$ cat config.mk
export PLATFORM = sky130hd
export DESIGN_NAME = oam_dma_sequencer
export DESIGN_NICKNAME = d
export VERILOG_FILES = /design/src/design/oam_dma_pkg.sv /design/src/design/oam_dma_in_stage.sv /design/src/design/oam_dma_engine.sv /design/src/design/oam_dma_out_stage.sv /design/src/design/oam_dma_sequencer.sv
export SDC_FILE = /design/constraint.sdc
export NUM_CORES = 1
export LEC_CHECK = 0
export BUFFER_PORTS_ARGS = -buffer_cell sky130_fd_sc_hd__buf_2
export CAP_MARGIN = 10
export CORE_MARGIN = 2
export CORE_UTILIZATION = 54
export DETAILED_ROUTE_END_ITERATION = 8
export PLACE_DENSITY_LB_ADDON = 0.12
export REMOVE_ABC_BUFFERS = 1
export SETUP_SLACK_MARGIN = 0.4
export SLEW_MARGIN = 20
export SYNTH_ARGS = -nofsm -noshare
export SYNTH_HDL_FRONTEND = slang
export SYNTH_SLANG_ARGS = --single-unit
$ cat constraint.sdc
create_clock -name i_clk -period 2.7 [get_ports i_clk]
set_clock_uncertainty 0.1 [all_clocks]
set_input_delay 0.135 -clock i_clk [delete_from_list [all_inputs] [get_ports i_clk]]
set_output_delay 0.135 -clock i_clk [all_outputs]
set_load 0.02 [all_outputs]
$ cat src/design/oam_dma_pkg.sv
`timescale 1ns / 1ps
// oam_dma_pkg: shared types and constants of the sprite-table dma sequencer
// no dependencies; used by every module of the block

package oam_dma_pkg;

    // sprite table size in bytes and restart delay in ticks
    localparam int TABLE_BYTES   = 160;
    localparam int RESTART_DELAY = 3;

    localparam logic [15:0] PAGE_REG_ADDR = 16'hFF46;
    localparam logic [15:0] TABLE_BASE    = 16'hFE00;

    // table end as a 17-bit bound, copy count bound as 9 bits
    localparam logic [16:0] TABLE_END   = 17'({1'b0, TABLE_BASE}) + 17'(TABLE_BYTES);
    localparam logic [8:0]  TABLE_COUNT = 9'(TABLE_BYTES);
    localparam logic [1:0]  RESTART_VAL = 2'(RESTART_DELAY);

    typedef enum logic [1:0] {
        OP_WRITE = 2'd0,
        OP_READ  = 2'd1,
        OP_TICK  = 2'd2
    } t_op;

    typedef enum logic [2:0] {
        PH_STOP = 3'd0,
        PH_M1   = 3'd1,
        PH_M2   = 3'd2,
        PH_INIT = 3'd3,
        PH_RUN  = 3'd4
    } t_phase;

    typedef struct packed {
        logic [1:0]  operation;
        logic [15:0] cpu_address;
        logic [7:0]  write_data;
    } t_item;

    typedef struct packed {
        logic        copy_valid;
        logic [15:0] copy_source_address;
        logic [7:0]  copy_oam_offset;
        logic        dma_active;
        logic        access_blocked;
        logic [7:0]  page_readback;
    } t_result;

endpackage

$ cat src/design/oam_dma_in_stage.sv
`timescale 1ns / 1ps
// oam_dma_in_stage: input register holding one accepted item
// depends on oam_dma_pkg

module oam_dma_in_stage
    import oam_dma_pkg::*;
(
    input  logic  i_clk,
    input  logic  i_rst_n,
    input  logic  i_valid,
    output logic  o_ready,
    input  t_item i_item,
    input  logic  i_take,
    output logic  o_valid,
    output t_item o_item
);

    logic  r_valid;
    t_item r_item;

    // free when empty or when the held item moves on this cycle
    assign o_ready = !r_valid || i_take;

    always_ff @(posedge i_clk) begin
        if (!i_rst_n) begin
            r_valid <= 1'b0;
        end else if (o_ready) begin
            r_valid <= i_valid;
        end
    end

    always_ff @(posedge i_clk) begin
        if (o_ready && i_valid) begin
            r_item <= i_item;
        end
    end

    assign o_valid = r_valid;
    assign o_item  = r_item;

endmodule

$ cat src/design/oam_dma_engine.sv
`timescale 1ns / 1ps
// oam_dma_engine: dma phase state and single-pass next-state / result logic
// depends on oam_dma_pkg

module oam_dma_engine
    import oam_dma_pkg::*;
(
    input  logic    i_clk,
    input  logic    i_rst_n,
    input  logic    i_step,
    input  t_item   i_item,
    output t_result o_result
);

    t_phase      r_phase,   n_phase;
    logic [7:0]  r_offset,  n_offset;
    logic        r_running, n_running;
    logic [1:0]  r_cd,      n_cd;
    logic [7:0]  r_latched, n_latched;
    logic [7:0]  r_page,    n_page;

    always_ff @(posedge i_clk) begin
        if (!i_rst_n) begin
            r_phase   <= PH_STOP;
            r_offset  <= '0;
            r_running <= 1'b0;
            r_cd      <= '0;
            r_latched <= '0;
            r_page    <= '0;
        end else if (i_step) begin
            r_phase   <= n_phase;
            r_offset  <= n_offset;
            r_running <= n_running;
            r_cd      <= n_cd;
            r_latched <= n_latched;
            r_page    <= n_page;
        end
    end

    always_comb begin
        logic       in_table;
        logic [8:0] next_off;
        t_phase     ph;

        n_phase   = r_phase;
        n_offset  = r_offset;
        n_running = r_running;
        n_cd      = r_cd;
        n_latched = r_latched;
        n_page    = r_page;
        ph        = r_phase;
        next_off  = 9'({1'b0, r_offset}) + 9'd1;
        in_table  = ({1'b0, i_item.cpu_address} >= {1'b0, TABLE_BASE})
                 && ({1'b0, i_item.cpu_address} < TABLE_END);

        o_result = '0;

        case (i_item.operation)
            OP_WRITE, OP_READ: begin
                o_result.access_blocked = r_running && in_table;
                if (i_item.operation == OP_WRITE && i_item.cpu_address == PAGE_REG_ADDR) begin
                    if (r_phase == PH_STOP) begin
                        n_phase = PH_M1;
                    end else begin
                        n_cd = RESTART_VAL;
                    end
                    n_page = i_item.write_data;
                end
            end
            OP_TICK: begin
                // restart countdown runs first and may force init
                if (r_cd != 2'd0) begin
                    n_cd = r_cd - 2'd1;
                    if (r_cd == 2'd1) begin
                        ph = PH_INIT;
                    end
                end
                n_phase = ph;
                case (ph)
                    PH_M1: n_phase = PH_M2;
                    PH_M2: n_phase = PH_INIT;
                    PH_INIT, PH_RUN: begin
                        logic [7:0] cur_off;
                        logic [7:0] cur_page;
                        cur_off  = r_offset;
                        cur_page = r_latched;
                        if (ph == PH_INIT) begin
                            cur_off   = '0;
                            cur_page  = r_page;
                            n_latched = r_page;
                            n_running = 1'b1;
                        end
                        n_phase  = PH_RUN;
                        next_off = 9'({1'b0, cur_off}) + 9'd1;
                        o_result.copy_valid          = 1'b1;
                        o_result.copy_source_address = {cur_page, cur_off};
                        o_result.copy_oam_offset     = cur_off;
                        if (next_off >= TABLE_COUNT) begin
                            n_phase   = PH_STOP;
                            n_offset  = '0;
                            n_running = 1'b0;
                        end else begin
                            n_offset = next_off[7:0];
                        end
                    end
                    default: ;
                endcase
            end
            default: ;
        endcase

        o_result.dma_active    = n_running;
        o_result.page_readback = n_page;
    end

`ifndef NO_ASSERTIONS
    // the running flag and the run phase always move together
    a_run_phase: assert property (@(posedge i_clk) disable iff (!i_rst_n)
        r_running == (r_phase == PH_RUN))
        else $error("running flag out of step with phase");

    // the copy offset never reaches the end of the table
    a_offset_range: assert property (@(posedge i_clk) disable iff (!i_rst_n)
        {1'b0, r_offset} < TABLE_COUNT)
        else $error("copy offset beyond table");

    // the countdown never exceeds its load value
    a_cd_range: assert property (@(posedge i_clk) disable iff (!i_rst_n)
        r_cd <= RESTART_VAL)
        else $error("restart countdown out of range");

    // a copy reported with dma active leaves the engine running after the item
    a_copy_active: assert property (@(posedge i_clk) disable iff (!i_rst_n)
        (i_step && o_result.copy_valid && o_result.dma_active) |=> r_running)
        else $error("copy reported but engine not running");
`endif

endmodule

$ cat src/design/oam_dma_out_stage.sv
`timescale 1ns / 1ps
// oam_dma_out_stage: result register toward the downstream receiver
// depends on oam_dma_pkg

module oam_dma_out_stage
    import oam_dma_pkg::*;
(
    input  logic    i_clk,
    input  logic    i_rst_n,
    input  logic    i_load,
    input  t_result i_result,
    input  logic    i_ready,
    output logic    o_valid,
    output t_result o_result
);

    logic    r_valid;
    t_result r_result;

    always_ff @(posedge i_clk) begin
        if (!i_rst_n) begin
            r_valid <= 1'b0;
        end else if (i_load) begin
            r_valid <= 1'b1;
        end else if (i_ready) begin
            r_valid <= 1'b0;
        end
    end

    always_ff @(posedge i_clk) begin
        if (i_load) begin
            r_result <= i_result;
        end
    end

    assign o_valid  = r_valid;
    assign o_result = r_result;

endmodule

$ cat src/design/oam_dma_sequencer.sv
`timescale 1ns / 1ps
// oam_dma_sequencer: top level of the sprite-table dma sequencer
// depends on oam_dma_pkg, oam_dma_in_stage, oam_dma_engine, oam_dma_out_stage
//
// usage:
//   slave channel takes one item per transfer: a cpu write, a cpu read or a
//   machine-cycle tick (operation in tuser); address and write byte in tdata
//   master channel returns exactly one result per item, in order: the copy
//   this tick performs (valid flag in tuser, source address and table offset
//   in tdata), the dma active flag, the access blocked flag and the page
//   register readback
//   an accepted item waits in the input register; its result is loaded into the
//   output register once that register is empty or drains
//   throughput: one item per clock unless the receiver stalls; the single-pass
//   engine logic between the registers updates all state at once, back to back
//   reset (i_rst_n low at a clock edge) stops the engine, clears the page
//   register, countdown and offsets, and empties both registers
//   stall: when i_m_axis_tready is low the result holds; one more item is
//   taken into the input register, after which o_s_axis_tready drops
//   the host performs the byte move and answers blocked reads with 0xFF

module oam_dma_sequencer
    import oam_dma_pkg::*;
(
    input  logic        i_clk,
    input  logic        i_rst_n,
    // slave side
    input  logic        i_s_axis_tvalid,
    output logic        o_s_axis_tready,
    input  logic [23:0] i_s_axis_tdata,   // [15:0] cpu_address, [23:16] write_data
    input  logic [1:0]  i_s_axis_tuser,   // [1:0] operation
    // master side
    output logic        o_m_axis_tvalid,
    input  logic        i_m_axis_tready,
    output logic [39:0] o_m_axis_tdata,   // [15:0] copy_source_address,
                                          // [23:16] copy_oam_offset, [24] dma_active,
                                          // [25] access_blocked, [33:26] page_readback,
                                          // [39:34] zero
    output logic [0:0]  o_m_axis_tuser    // [0] copy_valid
);

    t_item   in_item;
    t_item   held_item;
    t_result eng_result;
    t_result out_result;
    logic    held_valid;
    logic    out_valid;
    logic    step;

    // unpack the incoming transfer
    assign in_item.operation   = i_s_axis_tuser;
    assign in_item.cpu_address = i_s_axis_tdata[15:0];
    assign in_item.write_data  = i_s_axis_tdata[23:16];

    // held item advances when the result register is empty or drains now
    assign step = held_valid && (!out_valid || i_m_axis_tready);

    oam_dma_in_stage u_in (
        .i_clk   (i_clk),
        .i_rst_n (i_rst_n),
        .i_valid (i_s_axis_tvalid),
        .o_ready (o_s_axis_tready),
        .i_item  (in_item),
        .i_take  (step),
        .o_valid (held_valid),
        .o_item  (held_item)
    );

    // state only moves when the item's result is captured
    oam_dma_engine u_engine (
        .i_clk    (i_clk),
        .i_rst_n  (i_rst_n),
        .i_step   (step),
        .i_item   (held_item),
        .o_result (eng_result)
    );

    oam_dma_out_stage u_out (
        .i_clk    (i_clk),
        .i_rst_n  (i_rst_n),
        .i_load   (step),
        .i_result (eng_result),
        .i_ready  (i_m_axis_tready),
        .o_valid  (out_valid),
        .o_result (out_result)
    );

    // pack the outgoing transfer
    assign o_m_axis_tvalid = out_valid;
    assign o_m_axis_tuser  = out_result.copy_valid;
    assign o_m_axis_tdata  = {6'd0,
                              out_result.page_readback,
                              out_result.access_blocked,
                              out_result.dma_active,
                              out_result.copy_oam_offset,
                              out_result.copy_source_address};

`ifndef NO_ASSERTIONS
    // a result register entry is never overwritten before it is taken
    a_no_overwrite: assert property (@(posedge i_clk) disable iff (!i_rst_n)
        (out_valid && !i_m_axis_tready) |-> !step)
        else $error("result overwritten while stalled");

    // an engine step always delivers a result next cycle
    a_step_result: assert property (@(posedge i_clk) disable iff (!i_rst_n)
        step |=> out_valid)
        else $error("stepped item produced no result");

    // input side is ready whenever the input register is empty
    a_ready_empty: assert property (@(posedge i_clk) disable iff (!i_rst_n)
        !held_valid |-> o_s_axis_tready)
        else $error("input stalled while empty");
`endif

endmodule

After elaboration in Yosys (flattened, before gate mapping). Cells that the tools add are included.

Memory bits (writable): 0. Input port bits: 30. Logic and storage cells: 80. Register bits after elaboration: 93. Bits in read-only memories: 0. Bits in latches: 0. Memories kept: 0.

Order comparisons: 3. Divide/modulo/power cells: 0. Multipliers: 0. Add/sub/neg operators: 2. Reduce and logical (&&, ||, !) cells: 20. Shift-type cells: 0. Muxes and demuxes: 26. Bitwise gates (word level): 0. Equality and inequality tests: 12.

Operators with widths (count): $mux W8 (7); $mux W25 (1); $mux W3 (6); $eq A16 B16 Y1 const B (1); $ge A16 B16 Y1 const B (1); $lt A16 B16 Y1 const B (1); $add A8 B1 Y9 const B (1); $ge A9 B8 Y1 const B (1); $pmux W3 S3 (1); $eq A3 B2 Y1 const B (2); $mux W1 (6); $mux W2 (3); $ne A2 B1 Y1 const B (3); $pmux W3 S2 (1); $reduce_bool A2 Y1 (3); $logic_and A1 B1 Y1 (5); $reduce_and A5 Y1 (1); $eq A2 B1 Y1 const B (2); $pmux W2 S2 (1); $reduce_and A4 Y1 (1); $reduce_or A2 Y1 (2); $eq A3 B1 Y1 const B (1); $eq A3 B3 Y1 const B (1); $logic_not A3 Y1 (1); other kinds (8) (10).

Depth between registers and ports, before layout. Gate-level depths: netlist (run 1).

Depth in word-level cells: 13. Gate-level depth with buffers: 9. Mapped depth without buffers: 8.

By module. Synthesis (run 1) repeated with hierarchy kept, for this count alone.

Cells, all modules: 340. Area, all modules: 4005.1 um^2.

Modules (own cells, without submodules): oam_dma_engine (area each 2014.4 um^2, instances 1, cells an instance 262, seq. area each 600.6 um^2); oam_dma_out_stage (area each 1092.3 um^2, instances 1, cells an instance 38, seq. area each 1071.0 um^2); oam_dma_in_stage (area each 838.3 um^2, instances 1, cells an instance 31, seq. area each 800.8 um^2); oam_dma_sequencer (area each 60.1 um^2, instances 1, cells an instance 9, seq. area each 0.0 um^2).

Worst setup path after synthesis (run 1). Ideal clock, no wire load.

Kind: register -> register. Start: register u_out.r_valid (netlist: u_out.o_valid). End: register u_engine.r_page[0]. Required time: 2.482 ns. Cell stages (with the launch flop): 7. Clock period less this slack: 2.239 ns. Setup slack: 0.461 ns. Path buffers: 0. Arrival time: 2.021 ns. Cells stage by stage: dfxtp_1 nand2b_1 nand2_1 inv_1 nand4_1 mux2i_1 nor2b_1.

Word-level cells in the longest chain between the ends: 3.

Ends and longest elaborated chain: start, declared (RTL line oam_dma_out_stage.sv:17) `logic r_valid;`; start signal, assigned (RTL line oam_dma_out_stage.sv:22) `r_valid <= 1'b0;`; start signal, assigned (RTL line oam_dma_out_stage.sv:24) `r_valid <= 1'b1;`; start signal, assigned (RTL line oam_dma_out_stage.sv:26) `r_valid <= 1'b0;`; $logic_not A1 Y1 (RTL line oam_dma_sequencer.sv:56) `assign step = held_valid && (!out_valid || i_m_axis_tready);`; $logic_or A1 B1 Y1 (RTL line oam_dma_sequencer.sv:56); $logic_and A1 B1 Y1 (RTL line oam_dma_sequencer.sv:56); net step (RTL line oam_dma_sequencer.sv:48) `logic step;`; end signal, assigned (RTL line oam_dma_engine.sv:36) `r_page <= n_page;`; end, declared (RTL line oam_dma_engine.sv:20) `logic [7:0] r_page, n_page;`.

The timed path passes the listed nets, and every way through them passes these cells. A chain may end at the register's enable or synchronous reset.

Worst setup path in the final report (run 1).
Start: register u_engine.r_cd[1]. End: register u_engine.r_running.

Word-level cells in the longest chain between the ends: 13.

Ends and longest elaborated chain: start, declared (RTL line oam_dma_engine.sv:18) `logic [1:0] r_cd, n_cd;`; start signal, assigned (RTL line oam_dma_engine.sv:34) `r_cd <= n_cd;`; $eq A2 B1 Y1 (RTL line oam_dma_engine.sv:74) `if (r_cd == 2'd1) begin`; $mux W3 (RTL line oam_dma_engine.sv:74); $mux W3 (*) (RTL line oam_dma_engine.sv:72) `if (r_cd != 2'd0) begin`; $mux W3 (*) (RTL line oam_dma_engine.sv:58) `case (i_item.operation)`; $eq A3 B2 Y1 (RTL line oam_dma_engine.sv:79, oam_dma_engine.sv:87); $mux W8 (RTL line oam_dma_engine.sv:87) `if (ph == PH_INIT) begin`; $mux W8 (RTL line oam_dma_engine.sv:79) `case (ph)`; $mux W8 (RTL line oam_dma_engine.sv:58); $add A8 B1 Y9 (RTL line oam_dma_engine.sv:94) `next_off = 9'({1'b0, cur_off}) + 9'd1;`; $ge A9 B8 Y1 (RTL line oam_dma_engine.sv:98) `if (next_off >= TABLE_COUNT) begin`; $mux W1 (RTL line oam_dma_engine.sv:98); $mux W1 (*) (RTL line oam_dma_engine.sv:79); $mux W1 (*) (RTL line oam_dma_engine.sv:58); end signal, assigned (RTL line oam_dma_engine.sv:33) `r_running <= n_running;`; end, declared (RTL line oam_dma_engine.sv:17) `logic r_running, n_running;`.

Mark *: on every way between the ends. The rest lies on a longest branch, timed or not. The select of a mux whose other input is x is not followed.

==> impl_metrics.py, run 1 <==
metrics = {
    "yosys": {
        "synth_cell_type_count": 50,
        "synth_top_area_cell": "edfxtp_1",
        "synth.most_common_cell": "edfxtp_1",
        "synth-main-ff-cell": "edfxtp_1",
        "syn_inst": 293,
        "synth_top_area_frac": 0.445,
        "ys_seq_area_frac": 0.624,
        "syn_area_per_cell_um2": 12.2,
        "mappedNetlistArea_um2": 3580,
        "synth_common_cells": "53 x edfxtp_1, 33 x nand2_1, 32 x dfxtp_1, 19 x a21oi_1, 19 x nor2b_1",
        "ys_async_sr_fraction": 0,
        "yosys_warnings": 0,
        "synth_edf_count": 53,
        "synth_area_leaders": "edfxtp_1 44%, dfxtp_1 18%, mux2i_1 4.2%",
        "ys_ff_latch": 85,
    },
    "clock_network": {
        "clock-sinks": 85,
        "ctsLongestPathBuffers": 2,
        "cts_buffers": 9,
        "root_buffer": "clkbuf_8",
        "htree_levels": 3,
        "cts.clk_slew.worst_paths_ps": 80,
        "cts_tree": "done",
        "clock_latency_ps": 350,
        "postCtsSetupBuffers": 0,
    },
    "route": {
        "drt_iter0_markers": 145,
        "first_pass_iters": 4,
        "drc": 0,
        "vias": 2465,
        "wl_um": 6670,
        "wl_per_cell_um": 14.3,
        "post_drt_via_cell_ratio": 5.28,
        "ant_nets": 0,
    },
    "pwr": {
        "p_sw_mw": 0.548,
        "p_total_mw": 2.65,
        "p_int_mw": 2.11,
        "powerDensity_nw_per_um2": 599,
        "p_comb_frac": 0.062,
        "p_seq_frac": 0.540,
        "power_leakage_nw": 1.73,
        "p_clk_frac": 0.398,
        "ir_worst_vdd_uv": 471,
        "p_sw_frac": 0.206,
    },
    "worst_setup_path": {
        "critical_path_arrival_ps": 2200,
        "crit_required_ps": 2830,
        "worst_setup_path_end_kind": "flop",
        "start_kind": "flop",
        "cp_max_fo": 11,
        "crit_type": "flop to flop",
    },
    "place": {
        "dpl.hpwl_um": 4100,
        "place.gp.congestion": 0.804,
        "port_buffers": 66,
        "placed_cell_area_um2": 3920,
        "placed_cells": 424,
    },
    "final_layout": {
        "fin_util": 0.695,
        "n_antenna_cell": 0,
        "areaGrowthSynthToFinish_pct": 24.0,
        "fin_cells": 467,
        "final_area_um2": 4440,
        "nets": 417,
        "drive_gt1_frac": 0.264,
    },
    "flow_run": {
        "drv_cap": 0,
    },
    "timing": {
        "fin_tns_setup_ps": 0,
        "min_period_ps": 2070,
        "worstMarginPinSlew_ps": 783,
        "maxSlewHeadroom": 0.476,
        "fmax_mhz": 483,
        "rsz0062_at_grt": "false",
        "setup_viol": 0,
        "post-route-period-util": 0.766,
        "slew_viol_final": 0,
        "final_hold_viol_count": 0,
    },
    "global_route": {
        "grt.overflow.total": 0,
        "antenna_found_initial": 0,
        "grt_pass1_wl_um": 10800,
        "grt_use_total": 0.192,
        "grt_max_degree": 38,
        "grt_pass1_vias": 2335,
    },
    "floorplanning": {
        "core_area_um2": 6390,
        "dieArea_um2": 7290,
        "start_util": 0.560,
        "io_pins": 73,
        "die_h_um": 85.4,
        "num_rows": 29,
        "die_x_um": 85.4,
    },
    "worst_hold_path": {
        "min_path_type": "input pin to flop",
    },
    "run_status": {
        "status": "completed",
    },
}
[cells in the final DEF, fill, tap and decap left out, drive strengths merged, types with 5 or more instances in the layout]
cell         count
o21ai            7
inv              7
and3             5
dfxtp           32
a21oi           19
edfxtp          53
mux2i           15
conb             6
mux2             8
clkbuf          10
nand2           33
nor2b           19
dlygate4sd3     27
nor2            10
buf             73
and2             9
[critical path, cell delays in order, from the launching register on]
cell and delay (ps):
dfxtp_1 330, inv_1 60, ha_1 190, nor2b_2 190, nor2_1 620, nor2_4 200
o21ai_0 210, a21oi_1 50
[cell families after synthesis]
family / after synthesis / synth area share
and+or+nand+nor: 103 / 0.160
DFF: 85 / 0.624
AOI/OAI and AO/OA: 48 / 0.0913
buffers and inverters: 31 / 0.0500
muxes: 23 / 0.0671
adders and majority gates: 2 / 0.00699
other: 1 / 0.00105
[power by group through the flow]
stage / combinational (mW) / clock [mW] / sequential (mW)
finish: 0.164 / 1.06 / 1.43
global route: 0.177 / 1.13 / 1.44
CTS: 0.163 / 1.07 / 1.43
detailed placement: 0.133 / 0 / 1.46
global placement: 0.133 / 0 / 1.46
floorplan: 0.0420 / 0 / 1.49
[metrics by stage]
stage	hold WS [ps]	setup WS (ps)
global placement	211	600
finish	43.8	631
CTS	31.2	494
detailed placement	213	521
floorplan	134	461
global route	41.1	477
[state kept, by name, indices dropped and copies added, names as in the netlist]
signal and cells:
u_engine.r_cd 2, u_out.o_result 27, u_in.o_valid 1, u_engine.r_running 1, u_in.o_item 26, u_engine.r_offset 8, u_engine.r_page 8, u_engine.r_latched 8
u_out.o_valid 1, u_engine.r_phase 3
[metal layers]
metal / track usage / part of all wire
met3: 0.0418 / 0.048
met4: 0.0909 / 0.018
met2: 0.308 / 0.48
met1: 0.248 / 0.45
met5: 0 / 0
[area by class of cell]
| cell class | count | area (um^2) |
|---|---|---|
| clock buffers | 10 | 128 |
| clock inverters | 6 | 111 |
| fillers | 457 | 1950 |
| inverters | 7 | 26.3 |
| multi-input cells | 182 | 1190 |
| flip-flops and latches | 85 | 2230 |
| well taps | 77 | 96.3 |
| repair buffers | 100 | 653 |
[timing repair]
action,4_1_cts,5_1_grt
resized for setup,0,1
endpoints found under the setup margin,0,13
hold endpoints to repair,27,0
hold buffers,27,0
[final timing paths]
path,cells past startpoint,slack [ps],startpoint,endpoint
max,7,630,u_engine.r_cd[1]$_SDFFE_PN0P_,u_engine.r_running$_SDFFE_PN0P_
min,3,40,i_m_axis_tready,u_out.o_valid$_SDFFE_PN0P_
max reg2reg,7,630,u_engine.r_cd[1]$_SDFFE_PN0P_,u_engine.r_running$_SDFFE_PN0P_
min reg2reg,1,380,u_engine.r_offset[2]$_SDFFE_PN0P_,u_engine.r_offset[2]$_SDFFE_PN0P_
Power figures use the tool's default switching activity.
==> run 2: changes to the inputs <==
==> constraint.sdc (replaced) <==
create_clock -name i_clk -period 2.1 [get_ports i_clk]
set_clock_uncertainty 0.1 [all_clocks]
set_input_delay 0.105 -clock i_clk [delete_from_list [all_inputs] [get_ports i_clk]]
set_output_delay 0.105 -clock i_clk [all_outputs]
set_load 0.02 [all_outputs]
==> impl_metrics.py, run 2 (synthesis gave the netlist of run 1 again) <==
metrics = {
    "timing": {
        "slew_viol_final": 0,
        "whs_ps": 41.9,
        "final_hold_viol_count": 0,
        "setup_viol": 0,
        "post-route-period-util": 0.841,
        "fin_tns_setup_ps": 0,
        "fmax_mhz": 566,
        "rsz0062_at_grt": "true",
        "min_period_ps": 1770,
    },
    "route": {
        "wl_per_cell_um": 14.5,
        "vias": 2545,
        "drc": 0,
        "wl_um": 7030,
        "ant_nets": 0,
        "drt_iter0_markers": 141,
        "first_pass_iters": 5,
        "post_drt_via_cell_ratio": 5.24,
    },
    "clock_network": {
        "htree_levels": 3,
        "cts_tree": "done",
        "ctsLongestPathBuffers": 2,
        "clock-sinks": 85,
        "root_buffer": "clkbuf_8",
        "clock_latency_ps": 340,
        "cts_buffers": 9,
        "cts.clk_slew.worst_paths_ps": 90,
    },
    "floorplanning": {
        "die_h_um": 85.4,
        "num_rows": 29,
        "io_pins": 73,
        "start_util": 0.560,
        "dieArea_um2": 7290,
        "core_area_um2": 6390,
        "die_x_um": 85.4,
    },
    "place": {
        "placed_cell_area_um2": 3980,
        "port_buffers": 66,
        "dpl.hpwl_um": 4290,
        "place.gp.congestion": 0.795,
    },
    "worst_setup_path": {
        "crit_required_ps": 2100,
        "critical_path_arrival_ps": 1770,
        "cp_max_fo": 4,
        "start_kind": "flop",
        "crit_type": "flop to flop",
        "crit_start": "u_in.o_item[12]$_DFFE_PP_",
        "worst_setup_path_end_kind": "flop",
        "r2r-start": "u_in.o_item[12]$_DFFE_PP_",
    },
    "global_route": {
        "grt.overflow.total": 0,
        "grt_use_total": 0.198,
        "grt_pass1_wl_um": 11300,
        "antenna_found_initial": 0,
        "grt_pass1_vias": 2417,
        "grt_max_degree": 27,
    },
    "pwr": {
        "ir_worst_vdd_uv": 598,
        "power_leakage_nw": 1.82,
        "powerDensity_nw_per_um2": 684,
    },
    "final_layout": {
        "nets": 436,
        "multiInputGateArea_um2": 1300,
        "fillerInstances": 435,
        "areaGrowthSynthToFinish_pct": 31.1,
        "largest_reg_flops": 27,
        "layout_common_cells": "66 x buf_2, 53 x edfxtp_1, 32 x nand2_1",
        "n_antenna_cell": 0,
        "final_common_cell": "buf_2",
        "drive_gt1_frac": 0.364,
        "final_area_um2": 4690,
        "ff_latch_area_um2": 2240,
    },
    "run_status": {
        "status": "completed",
    },
    "worst_hold_path": {
        "holdCritStartpoint": "i_rst_n",
        "min_path_type": "input pin to flop",
    },
    "flow_run": {
        "drv_cap": 0,
    },
}
[run 2: cell types whose count changed in the layout (fill, tap and decap cells not counted), sizes merged]
cell	before	now
buf	73	91
bufinv	3	1
clkinvlp	1	3
clkbuf	10	9
dlygate4sd3	27	28
inv	7	8
[run 2: report_power, final]
part / internal [mW] / leakage, nW / switching, mW
Sequential: 1.83 / 0.768 / 0.0202
Clock: 0.553 / 0.0918 / 0.585
Combinational: 0.104 / 0.964 / 0.123
Total: 2.48 / 1.82 / 0.728
[run 2: metal layers]
layer / wire, um / vias to the layer above / share of wire / global-route usage
li1: - / 1260 / - / -
met1: 3200 / 1202 / 0.45 / 0.266
met2: 3400 / 77 / 0.48 / 0.324
met3: 369 / 6 / 0.052 / 0.0428
met4: 60 / 0 / 0.0085 / 0.0606
met5: 0 / - / 0 / 0
[run 2: through the flow]
| stage | utilization | instances | setup slack (ps) | total power [mW] |
|---|---|---|---|---|
| after global placement | 0.624 | 432 | 242 | 2.06 |
| after detailed placement | 0.624 | 432 | 210 | 2.06 |
| final | 0.735 | 486 | 334 | 3.21 |
| after CTS | 0.716 | 481 | 323 | 3.22 |
| after global routing | 0.735 | 486 | 239 | 3.34 |
| after floorplan | - | 274 | -139 | 1.97 |
[run 2: path summary, 6_finish.rpt]
path / end / slack (ps) / cells after the start
max reg2reg: u_out.o_result[0]$_DFFE_PP_ / 330 / 5
min reg2reg: u_engine.r_offset[2]$_SDFFE_PN0P_ / 370 / 1
min: u_out.o_valid$_SDFFE_PN0P_ / 40 / 2
max: u_out.o_result[0]$_DFFE_PP_ / 330 / 5
[run 2: cell type report]
class | count | share of cell area
Clock buffer | 9 | 0.0264
Sequential cell | 85 | 0.477
Multi-Input combinational cell | 182 | 0.278
Clock inverter | 7 | 0.0160
Inverter | 7 | 0.00560
Tap cell | 77 | 0.0205
Timing Repair Buffer | 119 | 0.177
[run 2: timing repair]
item                                   CTS  global route
gates resized for setup                 19            22
setup endpoints to repair               44            42
endpoints found under the hold margin   28             0
hold buffers                            28             0
setup buffers                            5             4
cloned                                   0             1
pin swaps                                8             6
[run 2: critical path: stages, from the launching register on]
cell and delay, ps:
edfxtp_1 370, nor4_1 270, and3_1 260, nand3_4 100, buf_4 170, mux2_2 260
